--- config.mk ---
export PLATFORM = sky130hd
export DESIGN_NAME = decimal_int32_text_parser_core_flat
export DESIGN_NICKNAME = d
export VERILOG_FILES = /design/src/design/dip_pkg.sv /design/src/design/dip_in_if.sv /design/src/design/dip_out_if.sv /design/src/design/dip_in_stage.sv /design/src/design/dip_parse.sv /design/src/design/dip_out_stage.sv /design/src/design/decimal_int32_text_parser_core.sv /design/src/flat_wrapper.sv
export SDC_FILE = /design/constraint.sdc
export NUM_CORES = 1
export LEC_CHECK = 0
export ABC_AREA = 1
export BUFFER_PORTS_ARGS = -buffer_cell sky130_fd_sc_hd__buf_2
export CAP_MARGIN = 25
export CORE_MARGIN = 4
export CORE_UTILIZATION = 63
export CTS_BUF_LIST = sky130_fd_sc_hd__clkbuf_8
export DETAILED_ROUTE_END_ITERATION = 10
export GPL_ROUTABILITY_DRIVEN = 0
export PLACE_DENSITY = 0.82
export SLEW_MARGIN = 20
export SYNTH_ARGS = -nofsm -noshare
export SYNTH_HDL_FRONTEND = slang
export SYNTH_SLANG_ARGS = --single-unit
--- constraint.sdc ---
create_clock -name i_clk -period 3.85 [get_ports i_clk]
set_clock_uncertainty 0.15 [all_clocks]
set_input_delay 0.5775 -clock i_clk [delete_from_list [all_inputs] [get_ports i_clk]]
set_output_delay 0.5775 -clock i_clk [all_outputs]
set_load 0.03 [all_outputs]
--- src/design/dip_pkg.sv ---
package dip_pkg;

    localparam int BYTE_W  = 8;
    localparam int CFG_W   = 18;
    localparam int VALUE_W = 32;
    // Magnitude times ten plus a digit needs four more bits than the accumulator
    localparam int PROD_W  = VALUE_W + 4;

    localparam logic [VALUE_W-1:0] MAG_LIMIT = 32'h8000_0000;

    localparam logic [BYTE_W-1:0] CH_TAB   = 8'd9;
    localparam logic [BYTE_W-1:0] CH_CR    = 8'd13;
    localparam logic [BYTE_W-1:0] CH_SPACE = 8'd32;
    localparam logic [BYTE_W-1:0] CH_PLUS  = 8'd43;
    localparam logic [BYTE_W-1:0] CH_MINUS = 8'd45;
    localparam logic [BYTE_W-1:0] CH_ZERO  = 8'd48;
    localparam logic [BYTE_W-1:0] CH_NINE  = 8'd57;

    typedef enum logic [2:0] {
        PH_LEAD   = 3'd0,
        PH_SIGN   = 3'd1,
        PH_DIGITS = 3'd2,
        PH_TRAIL  = 3'd3,
        PH_FAIL   = 3'd4
    } t_phase;

    typedef struct packed {
        logic [BYTE_W-1:0] text_byte;
        logic              byte_present;
        logic              is_last;
    } t_in_item;

    typedef struct packed {
        logic [VALUE_W-1:0]      magnitude;
        logic                    negative;
        logic                    ok;
        logic signed [CFG_W-1:0] default_value;
    } t_result;

endpackage

--- src/design/dip_in_if.sv ---
interface dip_in_if;
    import dip_pkg::*;

    logic              valid;
    logic              ready;
    logic [BYTE_W-1:0] text_byte;
    logic              byte_present;
    logic              is_last;

    modport source (output valid, output text_byte, output byte_present, output is_last,
                    input ready);
    modport sink   (input valid, input text_byte, input byte_present, input is_last,
                    output ready);
endinterface

--- src/design/dip_out_if.sv ---
interface dip_out_if;
    import dip_pkg::*;

    logic                      valid;
    logic                      ready;
    logic signed [VALUE_W-1:0] value;
    logic                      parsed_ok;

    modport source (output valid, output value, output parsed_ok, input ready);
    modport sink   (input valid, input value, input parsed_ok, output ready);
endinterface

--- src/design/dip_in_stage.sv ---
module dip_in_stage (
    input  logic              i_clk,
    input  logic              i_rst_n,
    input  logic              i_valid,
    output logic              o_ready,
    input  dip_pkg::t_in_item i_item,
    input  logic              i_take,
    output logic              o_valid,
    output dip_pkg::t_in_item o_item
);
    import dip_pkg::*;

    logic     r_valid;
    t_in_item r_item;

    // Accept when empty or when the held byte is consumed this cycle
    assign o_ready = !r_valid || i_take;

    always_ff @(posedge i_clk) begin
        if (!i_rst_n) begin
            r_valid <= 1'b0;
        end else if (o_ready) begin
            r_valid <= i_valid;
        end
    end

    // Capture payload on every transfer
    always_ff @(posedge i_clk) begin
        if (i_valid && o_ready) begin
            r_item <= i_item;
        end
    end

    assign o_valid = r_valid;
    assign o_item  = r_item;
endmodule

--- src/design/dip_parse.sv ---
module dip_parse (
    input  logic                             i_clk,
    input  logic                             i_rst_n,
    input  logic                             i_valid,
    input  dip_pkg::t_in_item                i_item,
    input  logic                             i_out_free,
    input  logic signed [dip_pkg::CFG_W-1:0] i_default,
    output logic                             o_take,
    output logic                             o_emit,
    output dip_pkg::t_result                 o_result
);
    import dip_pkg::*;

    t_phase             r_phase, n_phase;
    logic               r_neg, n_neg;
    logic [VALUE_W-1:0] r_mag, n_mag;
    logic               r_big, n_big;
    logic [PROD_W-1:0]  prod;
    logic [BYTE_W-1:0]  b;

    assign b = i_item.text_byte;

    // Consume a non-final byte at once; a final byte waits for a free result slot
    assign o_take = i_valid && (!i_item.is_last || i_out_free);
    assign o_emit = o_take && i_item.is_last;

    // Accumulator times ten plus the digit value
    assign prod = ({4'b0, r_mag} << 3) + ({4'b0, r_mag} << 1)
                + {{(PROD_W-4){1'b0}}, b[3:0]};

    // Advance the parse phase by one byte
    always_comb begin
        n_phase = r_phase;
        n_neg   = r_neg;
        n_mag   = r_mag;
        n_big   = r_big;
        if (i_item.byte_present && r_phase != PH_FAIL) begin
            if (b == CH_SPACE || b inside {[CH_TAB:CH_CR]}) begin
                case (r_phase)
                    PH_SIGN:   n_phase = PH_FAIL;
                    PH_DIGITS: n_phase = PH_TRAIL;
                    default:   n_phase = r_phase;
                endcase
            end else if (b == CH_PLUS || b == CH_MINUS) begin
                if (r_phase == PH_LEAD) begin
                    n_phase = PH_SIGN;
                    n_neg   = (b == CH_MINUS);
                end else begin
                    n_phase = PH_FAIL;
                end
            end else if (b inside {[CH_ZERO:CH_NINE]}) begin
                if (r_phase == PH_TRAIL) begin
                    n_phase = PH_FAIL;
                end else begin
                    n_phase = PH_DIGITS;
                    // Hold the accumulator once it would pass the limit
                    if (prod > {4'b0, MAG_LIMIT}) begin
                        n_big = 1'b1;
                    end else begin
                        n_mag = prod[VALUE_W-1:0];
                    end
                end
            end else begin
                n_phase = PH_FAIL;
            end
        end
    end

    // Build the result from the state after the final byte
    always_comb begin
        o_result.magnitude     = n_mag;
        o_result.negative      = n_neg;
        o_result.default_value = i_default;
        o_result.ok            = (n_phase == PH_DIGITS || n_phase == PH_TRAIL) && !n_big
                                 && !(!n_neg && n_mag[VALUE_W-1]);
    end

    // Update state; clear it after the final byte of a text
    always_ff @(posedge i_clk) begin
        if (!i_rst_n) begin
            r_phase <= PH_LEAD;
            r_neg   <= 1'b0;
            r_mag   <= '0;
            r_big   <= 1'b0;
        end else if (o_take) begin
            if (i_item.is_last) begin
                r_phase <= PH_LEAD;
                r_neg   <= 1'b0;
                r_mag   <= '0;
                r_big   <= 1'b0;
            end else begin
                r_phase <= n_phase;
                r_neg   <= n_neg;
                r_mag   <= n_mag;
                r_big   <= n_big;
            end
        end
    end

    a_mag_bound: assert property (@(posedge i_clk) disable iff (!i_rst_n)
        r_mag <= MAG_LIMIT)
        else $error("accumulator passed the limit");

    a_clear_after_last: assert property (@(posedge i_clk) disable iff (!i_rst_n)
        o_emit |=> (r_phase == PH_LEAD && r_mag == '0 && !r_big && !r_neg))
        else $error("parse state not cleared after final byte");

    a_big_phase: assert property (@(posedge i_clk) disable iff (!i_rst_n)
        r_big |-> (r_phase == PH_DIGITS || r_phase == PH_TRAIL || r_phase == PH_FAIL))
        else $error("overflow flag outside a digit phase");
endmodule

--- src/design/dip_out_stage.sv ---
module dip_out_stage (
    input  logic                               i_clk,
    input  logic                               i_rst_n,
    input  logic                               i_load,
    input  dip_pkg::t_result                   i_result,
    input  logic                               i_ready,
    output logic                               o_free,
    output logic                               o_valid,
    output logic signed [dip_pkg::VALUE_W-1:0] o_value,
    output logic                               o_parsed_ok
);
    import dip_pkg::*;

    logic    r_valid;
    t_result r_res;

    // Slot frees when empty or when the held result transfers
    assign o_free = !r_valid || i_ready;

    always_ff @(posedge i_clk) begin
        if (!i_rst_n) begin
            r_valid <= 1'b0;
        end else if (i_load) begin
            r_valid <= 1'b1;
        end else if (i_ready) begin
            r_valid <= 1'b0;
        end
    end

    always_ff @(posedge i_clk) begin
        if (i_load) begin
            r_res <= i_result;
        end
    end

    // Apply the sign, or fall back to the sign-extended default
    always_comb begin
        if (r_res.ok) begin
            o_value = r_res.negative ? signed'(32'd0 - r_res.magnitude)
                                     : signed'(r_res.magnitude);
        end else begin
            o_value = VALUE_W'(r_res.default_value);
        end
    end

    assign o_valid     = r_valid;
    assign o_parsed_ok = r_res.ok;
endmodule

--- src/design/decimal_int32_text_parser_core.sv ---
// Parses a decimal int32 from a byte stream, one character per transfer with a last mark.
// Leading/trailing whitespace (9..13, 32), one optional sign and decimal digits are accepted;
// on the last byte one result carries the value and parsed_ok, or the sign-extended
// default_value with parsed_ok low. Throughput is one byte per cycle while no final byte
// stalls, set by the multiply-by-ten-and-add accumulator loop. A result becomes valid once
// its last byte has passed through the input register and the result register has loaded it,
// and the input keeps taking bytes while a result waits; only a final byte stalls on a full
// result register. Write default_value only while no text is in flight.
module decimal_int32_text_parser_core (
    input  logic                             i_clk,
    input  logic                             i_rst_n,
    dip_in_if.sink                           i_text,
    dip_out_if.source                        o_result,
    input  logic                             i_cfg_we,
    input  logic signed [dip_pkg::CFG_W-1:0] i_cfg_wdata
);
    import dip_pkg::*;

    logic signed [CFG_W-1:0] r_default;
    t_in_item                in_item;
    t_in_item                held_item;
    t_result                 result;
    logic                    held_valid;
    logic                    take;
    logic                    emit;
    logic                    out_free;

    // Hold the configured default
    always_ff @(posedge i_clk) begin
        if (!i_rst_n) begin
            r_default <= '0;
        end else if (i_cfg_we) begin
            r_default <= i_cfg_wdata;
        end
    end

    assign in_item.text_byte    = i_text.text_byte;
    assign in_item.byte_present = i_text.byte_present;
    assign in_item.is_last      = i_text.is_last;

    dip_in_stage u_in (
        .i_clk   (i_clk),
        .i_rst_n (i_rst_n),
        .i_valid (i_text.valid),
        .o_ready (i_text.ready),
        .i_item  (in_item),
        .i_take  (take),
        .o_valid (held_valid),
        .o_item  (held_item)
    );

    dip_parse u_parse (
        .i_clk      (i_clk),
        .i_rst_n    (i_rst_n),
        .i_valid    (held_valid),
        .i_item     (held_item),
        .i_out_free (out_free),
        .i_default  (r_default),
        .o_take     (take),
        .o_emit     (emit),
        .o_result   (result)
    );

    dip_out_stage u_out (
        .i_clk       (i_clk),
        .i_rst_n     (i_rst_n),
        .i_load      (emit),
        .i_result    (result),
        .i_ready     (o_result.ready),
        .o_free      (out_free),
        .o_valid     (o_result.valid),
        .o_value     (o_result.value),
        .o_parsed_ok (o_result.parsed_ok)
    );
endmodule
--- src/flat_wrapper.sv ---
// flat-port wrapper written by rule: the top's interface ports become plain ports
module decimal_int32_text_parser_core_flat import dip_pkg::*;
  (i_clk, i_rst_n, i_cfg_we, i_cfg_wdata, i_text_valid, i_text_text_byte, i_text_byte_present, i_text_is_last, i_text_ready, o_result_valid, o_result_value, o_result_parsed_ok, o_result_ready);
  dip_in_if i_text_i ();
  dip_out_if o_result_i ();
  input  logic i_clk;
  input  logic i_rst_n;
  input  logic i_cfg_we;
  input  logic signed [dip_pkg::CFG_W-1:0] i_cfg_wdata;
  input wire logic [$bits(i_text_i.valid)-1:0] i_text_valid;
  input wire logic [$bits(i_text_i.text_byte)-1:0] i_text_text_byte;
  input wire logic [$bits(i_text_i.byte_present)-1:0] i_text_byte_present;
  input wire logic [$bits(i_text_i.is_last)-1:0] i_text_is_last;
  output wire logic [$bits(i_text_i.ready)-1:0] i_text_ready;
  output wire logic [$bits(o_result_i.valid)-1:0] o_result_valid;
  output wire logic [$bits(o_result_i.value)-1:0] o_result_value;
  output wire logic [$bits(o_result_i.parsed_ok)-1:0] o_result_parsed_ok;
  input wire logic [$bits(o_result_i.ready)-1:0] o_result_ready;
  assign i_text_i.valid = i_text_valid;
  assign i_text_i.text_byte = i_text_text_byte;
  assign i_text_i.byte_present = i_text_byte_present;
  assign i_text_i.is_last = i_text_is_last;
  assign i_text_ready = i_text_i.ready;
  assign o_result_valid = o_result_i.valid;
  assign o_result_value = o_result_i.value;
  assign o_result_parsed_ok = o_result_i.parsed_ok;
  assign o_result_i.ready = o_result_ready;
  decimal_int32_text_parser_core u_core (.i_clk(i_clk), .i_rst_n(i_rst_n), .i_text(i_text_i), .o_result(o_result_i), .i_cfg_we(i_cfg_we), .i_cfg_wdata(i_cfg_wdata));
endmodule
# Word level (Yosys, flattened, before mapping)
# Cells that the tools add are included.
word_totals:
  wordCells: 85
  input_bits: 33
  register_bits: 119
  out_inout_bits: 35
classes:
  n_lt_le_gt_ge: 5
  muxes: 31
  n_reduce_logical: 23
  n_eq_ne: 9
  addsub: 3
ops:
  columns: ["operator", "n"]
  rows:
  - ["$mux W32", 9]
  - ["$add A35 B33 Y36", 1]
  - ["$add A36 B4 Y36", 1]
  - ["$gt A36 B32 Y1 const B", 1]
  - ["$sub A1 B32 Y32 const A", 1]
  - ["$eq A8 B6 Y1 const B", 3]
  - ["$mux W3", 7]
  - ["$mux W1", 14]
  - ["$eq A3 B2 Y1 const B", 4]
  - ["$logic_and A1 B1 Y1", 9]
  - ["$ge A8 B4 Y1 const B", 1]
  - ["$ge A8 B6 Y1 const B", 1]
  - ["$le A8 B4 Y1 const B", 1]
  - ["$le A8 B6 Y1 const B", 1]
  - ["$logic_not A1 Y1", 6]
  - ["$logic_or A1 B1 Y1", 6]
  - ["$pmux W3 S2", 1]
  - ["$eq A3 B1 Y1 const B", 1]
  - ["$logic_not A3 Y1", 1]
  - ["$ne A3 B3 Y1 const B", 1]
  - ["$reduce_bool A2 Y1", 1]

# Depth between registers and ports, before layout
logic_depth:
  depth_word: 12
  depth_mapped: 25
  depth_no_buf: 24

# Cells and area by module
# From an unflattened synthesis, not the netlist that was laid out.
hier_totals:
  hier_cells: 1462
  area_unflattened_um2: 9641.7
by_module_without_submodules:
  columns: ["mod", "cells_per_inst", "seq_area_each_um2", "area_per_inst_um2", "instances"]
  rows:
  - ["dip_parse", 1000, 740.7, 5561.6, 1]
  - ["dip_out_stage", 331, 1581.5, 2970.3, 1]
  - ["decimal_int32_text_parser_core", 114, 360.3, 758.2, 1]
  - ["dip_in_stage", 17, 320.3, 351.6, 1]

# Worst setup path after synthesis
# No wires, ideal clock.
synth_path:
  kind: "register to output"
  startpoint: "reg u_core.u_out.r_res[21] (netlist bit)"
  endpoint: "out o_result_value[28]"
  arrival_time_ns: 2.608
  stages_incl_launch_ff: 15
  path_buffers: 0
  required_time_ns: 3.122
  path_slack_ns: 0.515
  path_cell_list: "edfxtp_1 > inv_1 > ha_1 > nand2_1 > nor3_1 > nand3_1 > nor2_1 > nand2_1 > nor3_1 > nand2_1 > inv_1 > a21oi_1 > a21oi_1 > xor2_1 > o21ai_0"
synth_between:
  elab_chain_cells: 3
synth_rtl:
  columns: ["item", "line_no", "text"]
  rows:
  - ["start: declaration", "dip_out_stage.sv:15", "t_result r_res;"]
  - ["start signal: assignment", "dip_out_stage.sv:32", "r_res <= i_result;"]
  - ["$sub A1 B32 Y32", "dip_out_stage.sv:39", "o_value = r_res.negative ? signed'(32'd0 - r_res.magnitude)"]
  - ["$mux W32", "dip_out_stage.sv:39", null]
  - ["$mux W32", "dip_out_stage.sv:38", "if (r_res.ok) begin"]
  - ["end: declaration", "flat_wrapper.sv:16", "output wire logic [$bits(o_result_i.value)-1:0] o_result_value;"]
# No other way between the ends.

# Worst setup path after layout
layout_path:
  startpoint: "reg u_core.u_out.r_res[21] (netlist bit)"
  endpoint: "out o_result_value[29]"
# The elaborated chain is that of the path after synthesis.

==> metrics <==
status finished clean; Final Instance Area 9980 sq um; CTS Root Cell clkbuf_8; Hold Crit Class in2reg; Vias/cell 5.76; placed standard-cell area 9240 sq um; largest net degree at the start of global routing 47; non-filler cells, final 1,544; total power 2.71 mW; YS warnings 0; CP Data Arrival Time 3.02 ns; pre-CTS setup slack -0.0284 ns; Seq/Total Area, Yosys 34.3%; synth cell count leaders nand2_1, inv_1, nor2_1; Lkg Pwr 4.96 nW; I/O Buffers 67; Slew headroom 49.5%; Worst-Skew Late Latency 0.44 ns; worst hold slack 0.167 ns; FMAX 267 MHz; number of distinct library cells after synthesis 44; row count 42; Post-Syn Nets 1,375; Least-Margin Pin Slew 0.758 ns; TritonCTS Buffers 17; Fin Setup TNS 0 ns; Post-Syn Instances 1,276; unrepaired setup endpoints after global routing true; Synth Area per Inst 6.86 sq um; boundary pin count 68; via total after detailed routing 8,888; Die Ht 126 um; CP startpoint kind register; Detailed Route WL 24.7 mm; Final ANT Viol Nets 0; wire per inst 16.0 um; CTS tree built; power density over the cells 271 nW/um^2; area delta synth->final 14.0%; most common cell in the netlist nand2_1; cts-stage hold buffer count 0; share of cells above drive strength 1 14.4%; global-route wire length before repair 39.0 mm; post-route DRC violation count 0; first drt pass iteration count 5; Die W 126 um; Total Nets Final 1,454; Clock transition at path regs 0.07 ns; fin crit share 97.3%; Antenna diodes 0; initial antenna violation count 0; fin crit period 3.75 ns; most common flop cell mapped by yosys edfxtp_1; placed cell count 1,495; H-tree depth 4; number of global-route vias before repair 8,236; Mapped Area 8750 sq um; ys async rst share 0%; Yosys top cell area share 21.3%; total die area 15,800 sq um; setup violators final 0; final hold vios 0; flops & latches, synth 119; Final Max Slew Viols 0; EDFF count, synth 62; Yosys top cell by area edfxtp_1; Starting Density 65.3%; Max IR drop VDD 0.326 mV; Detailed Place HPWL 18.0 mm; CP endpoint kind primary output; critical path type reg2out; max_cap viols 0; final core utilization 74.5%; Data required, critical path 3.12 ns; Clock Path Buffers 2; main area contributors after synthesis edfxtp_1, nand2_1, dfxtp_1; CP max FO 4; fillcell total 1,073; reg2reg setup slack 0.13 ns; final global-route overflow total 0; Tot GR Track Use 29.7%; final worst slack 0.103 ns; clk sink count 119; DR iter-0 viols 824; Core Region 13,400 sq um
-- critical path, cell delays in order, from the launching register on --
cell	delay, ns
edfxtp_1	0.43
inv_2	0.10
nand3_2	0.11
nor3_4	0.21
nand4_1	0.18
nor3_4	0.32
nand4_1	0.21
nor2_2	0.23
nand3_1	0.13
nand2_2	0.11
o21ai_2	0.08
a21oi_2	0.18
o21ai_1	0.10
nand2_1	0.08
buf_6	0.15
-- flip-flops by register name, indices dropped and copies added, names as in the netlist --
register and flops:
u_core.u_out.o_parsed_ok 1, u_core.u_out.r_res 51, u_core.u_out.o_valid 1, u_core.u_in.o_valid 1
u_core.u_parse.r_mag 32, u_core.u_in.o_item 10, u_core.r_default 18, u_core.u_parse.r_neg 1
u_core.u_parse.r_big 1, u_core.u_parse.r_phase 3
-- area by class of cell --
type | count | area, sq um | area share [%]
Inverter | 177 | 664 | 6.65
Multi-Input combinational cell | 945 | 5050 | 50.6
Tap cell | 176 | 220 | 2.21
Clock inverter | 14 | 150 | 1.50
Sequential cell | 119 | 3000 | 30.1
Timing Repair Buffer | 95 | 643 | 6.44
Clock buffer | 18 | 248 | 2.48
-- placed cells by master (no fill, tap or decap), types with 46 or more instances in the layout --
| master | synthesis | layout |
|---|---|---|
| a21oi_1 | 79 | 75 |
| buf_2 | 4 | 63 |
| dfxtp_1 | 57 | 57 |
| edfxtp_1 | 62 | 62 |
| ha_1 | 64 | 61 |
| inv_1 | 174 | 169 |
| nand2_1 | 395 | 389 |
| nand3_1 | 65 | 62 |
| nand4_1 | 46 | 46 |
| nor2_1 | 127 | 121 |
| o21ai_0 | 58 | 54 |
-- metal layers --
layer	vias to the layer above	share of wire [%]	GRT usage, %	routed length (um)
met5	-	0	0	0
met4	0	2.9	10.3	724
met3	65	7.8	6.35	1930
met2	411	48	50.2	12000
met1	4103	41	37.9	10100
li1	4309	-	-	-
-- cells by family after synthesis --
family	Yosys count	share of synthesized area [%]
xor gates and xnor gates	27	2.70
and+or+nand+nor	694	34.2
DFF	119	34.3
buffers and inverters	212	9.58
AOI/OAI and AO/OA	158	9.66
adders and majority gates	66	9.60
-- power breakdown --
part           internal [mW]  switching, mW
registers               1.37         0.0270
clock network          0.595          0.543
logic                 0.0530          0.118
total                   2.02          0.688
-- what timing repair did --
item | 4_1_cts | 5_1_grt
endpoints found under the setup margin | 8 | 71
pin swaps | 1 | 22
gates resized for setup | 7 | 46
buffers inserted | 1 | 15
gates cloned | 0 | 1
-- worst paths after layout --
| path | startpoint | to | depth (start not counted) |
|---|---|---|---|
| max | u_core.u_out.r_res[21]$_DFFE_PP_ | o_result_value[29] | 14 |
| min | i_text_text_byte[7] | u_core.u_in.o_item[9]$_DFFE_PP_ | 1 |
| max reg2reg | u_core.u_parse.r_mag[2]$_SDFFE_PN0P_ | u_core.u_out.r_res[36]$_DFFE_PP_ | 22 |
| min reg2reg | u_core.r_default[7]$_SDFFE_PN0P_ | u_core.u_out.r_res[7]$_DFFE_PP_ | 0 |
Note: power is estimated with default switching activity, not from simulation.
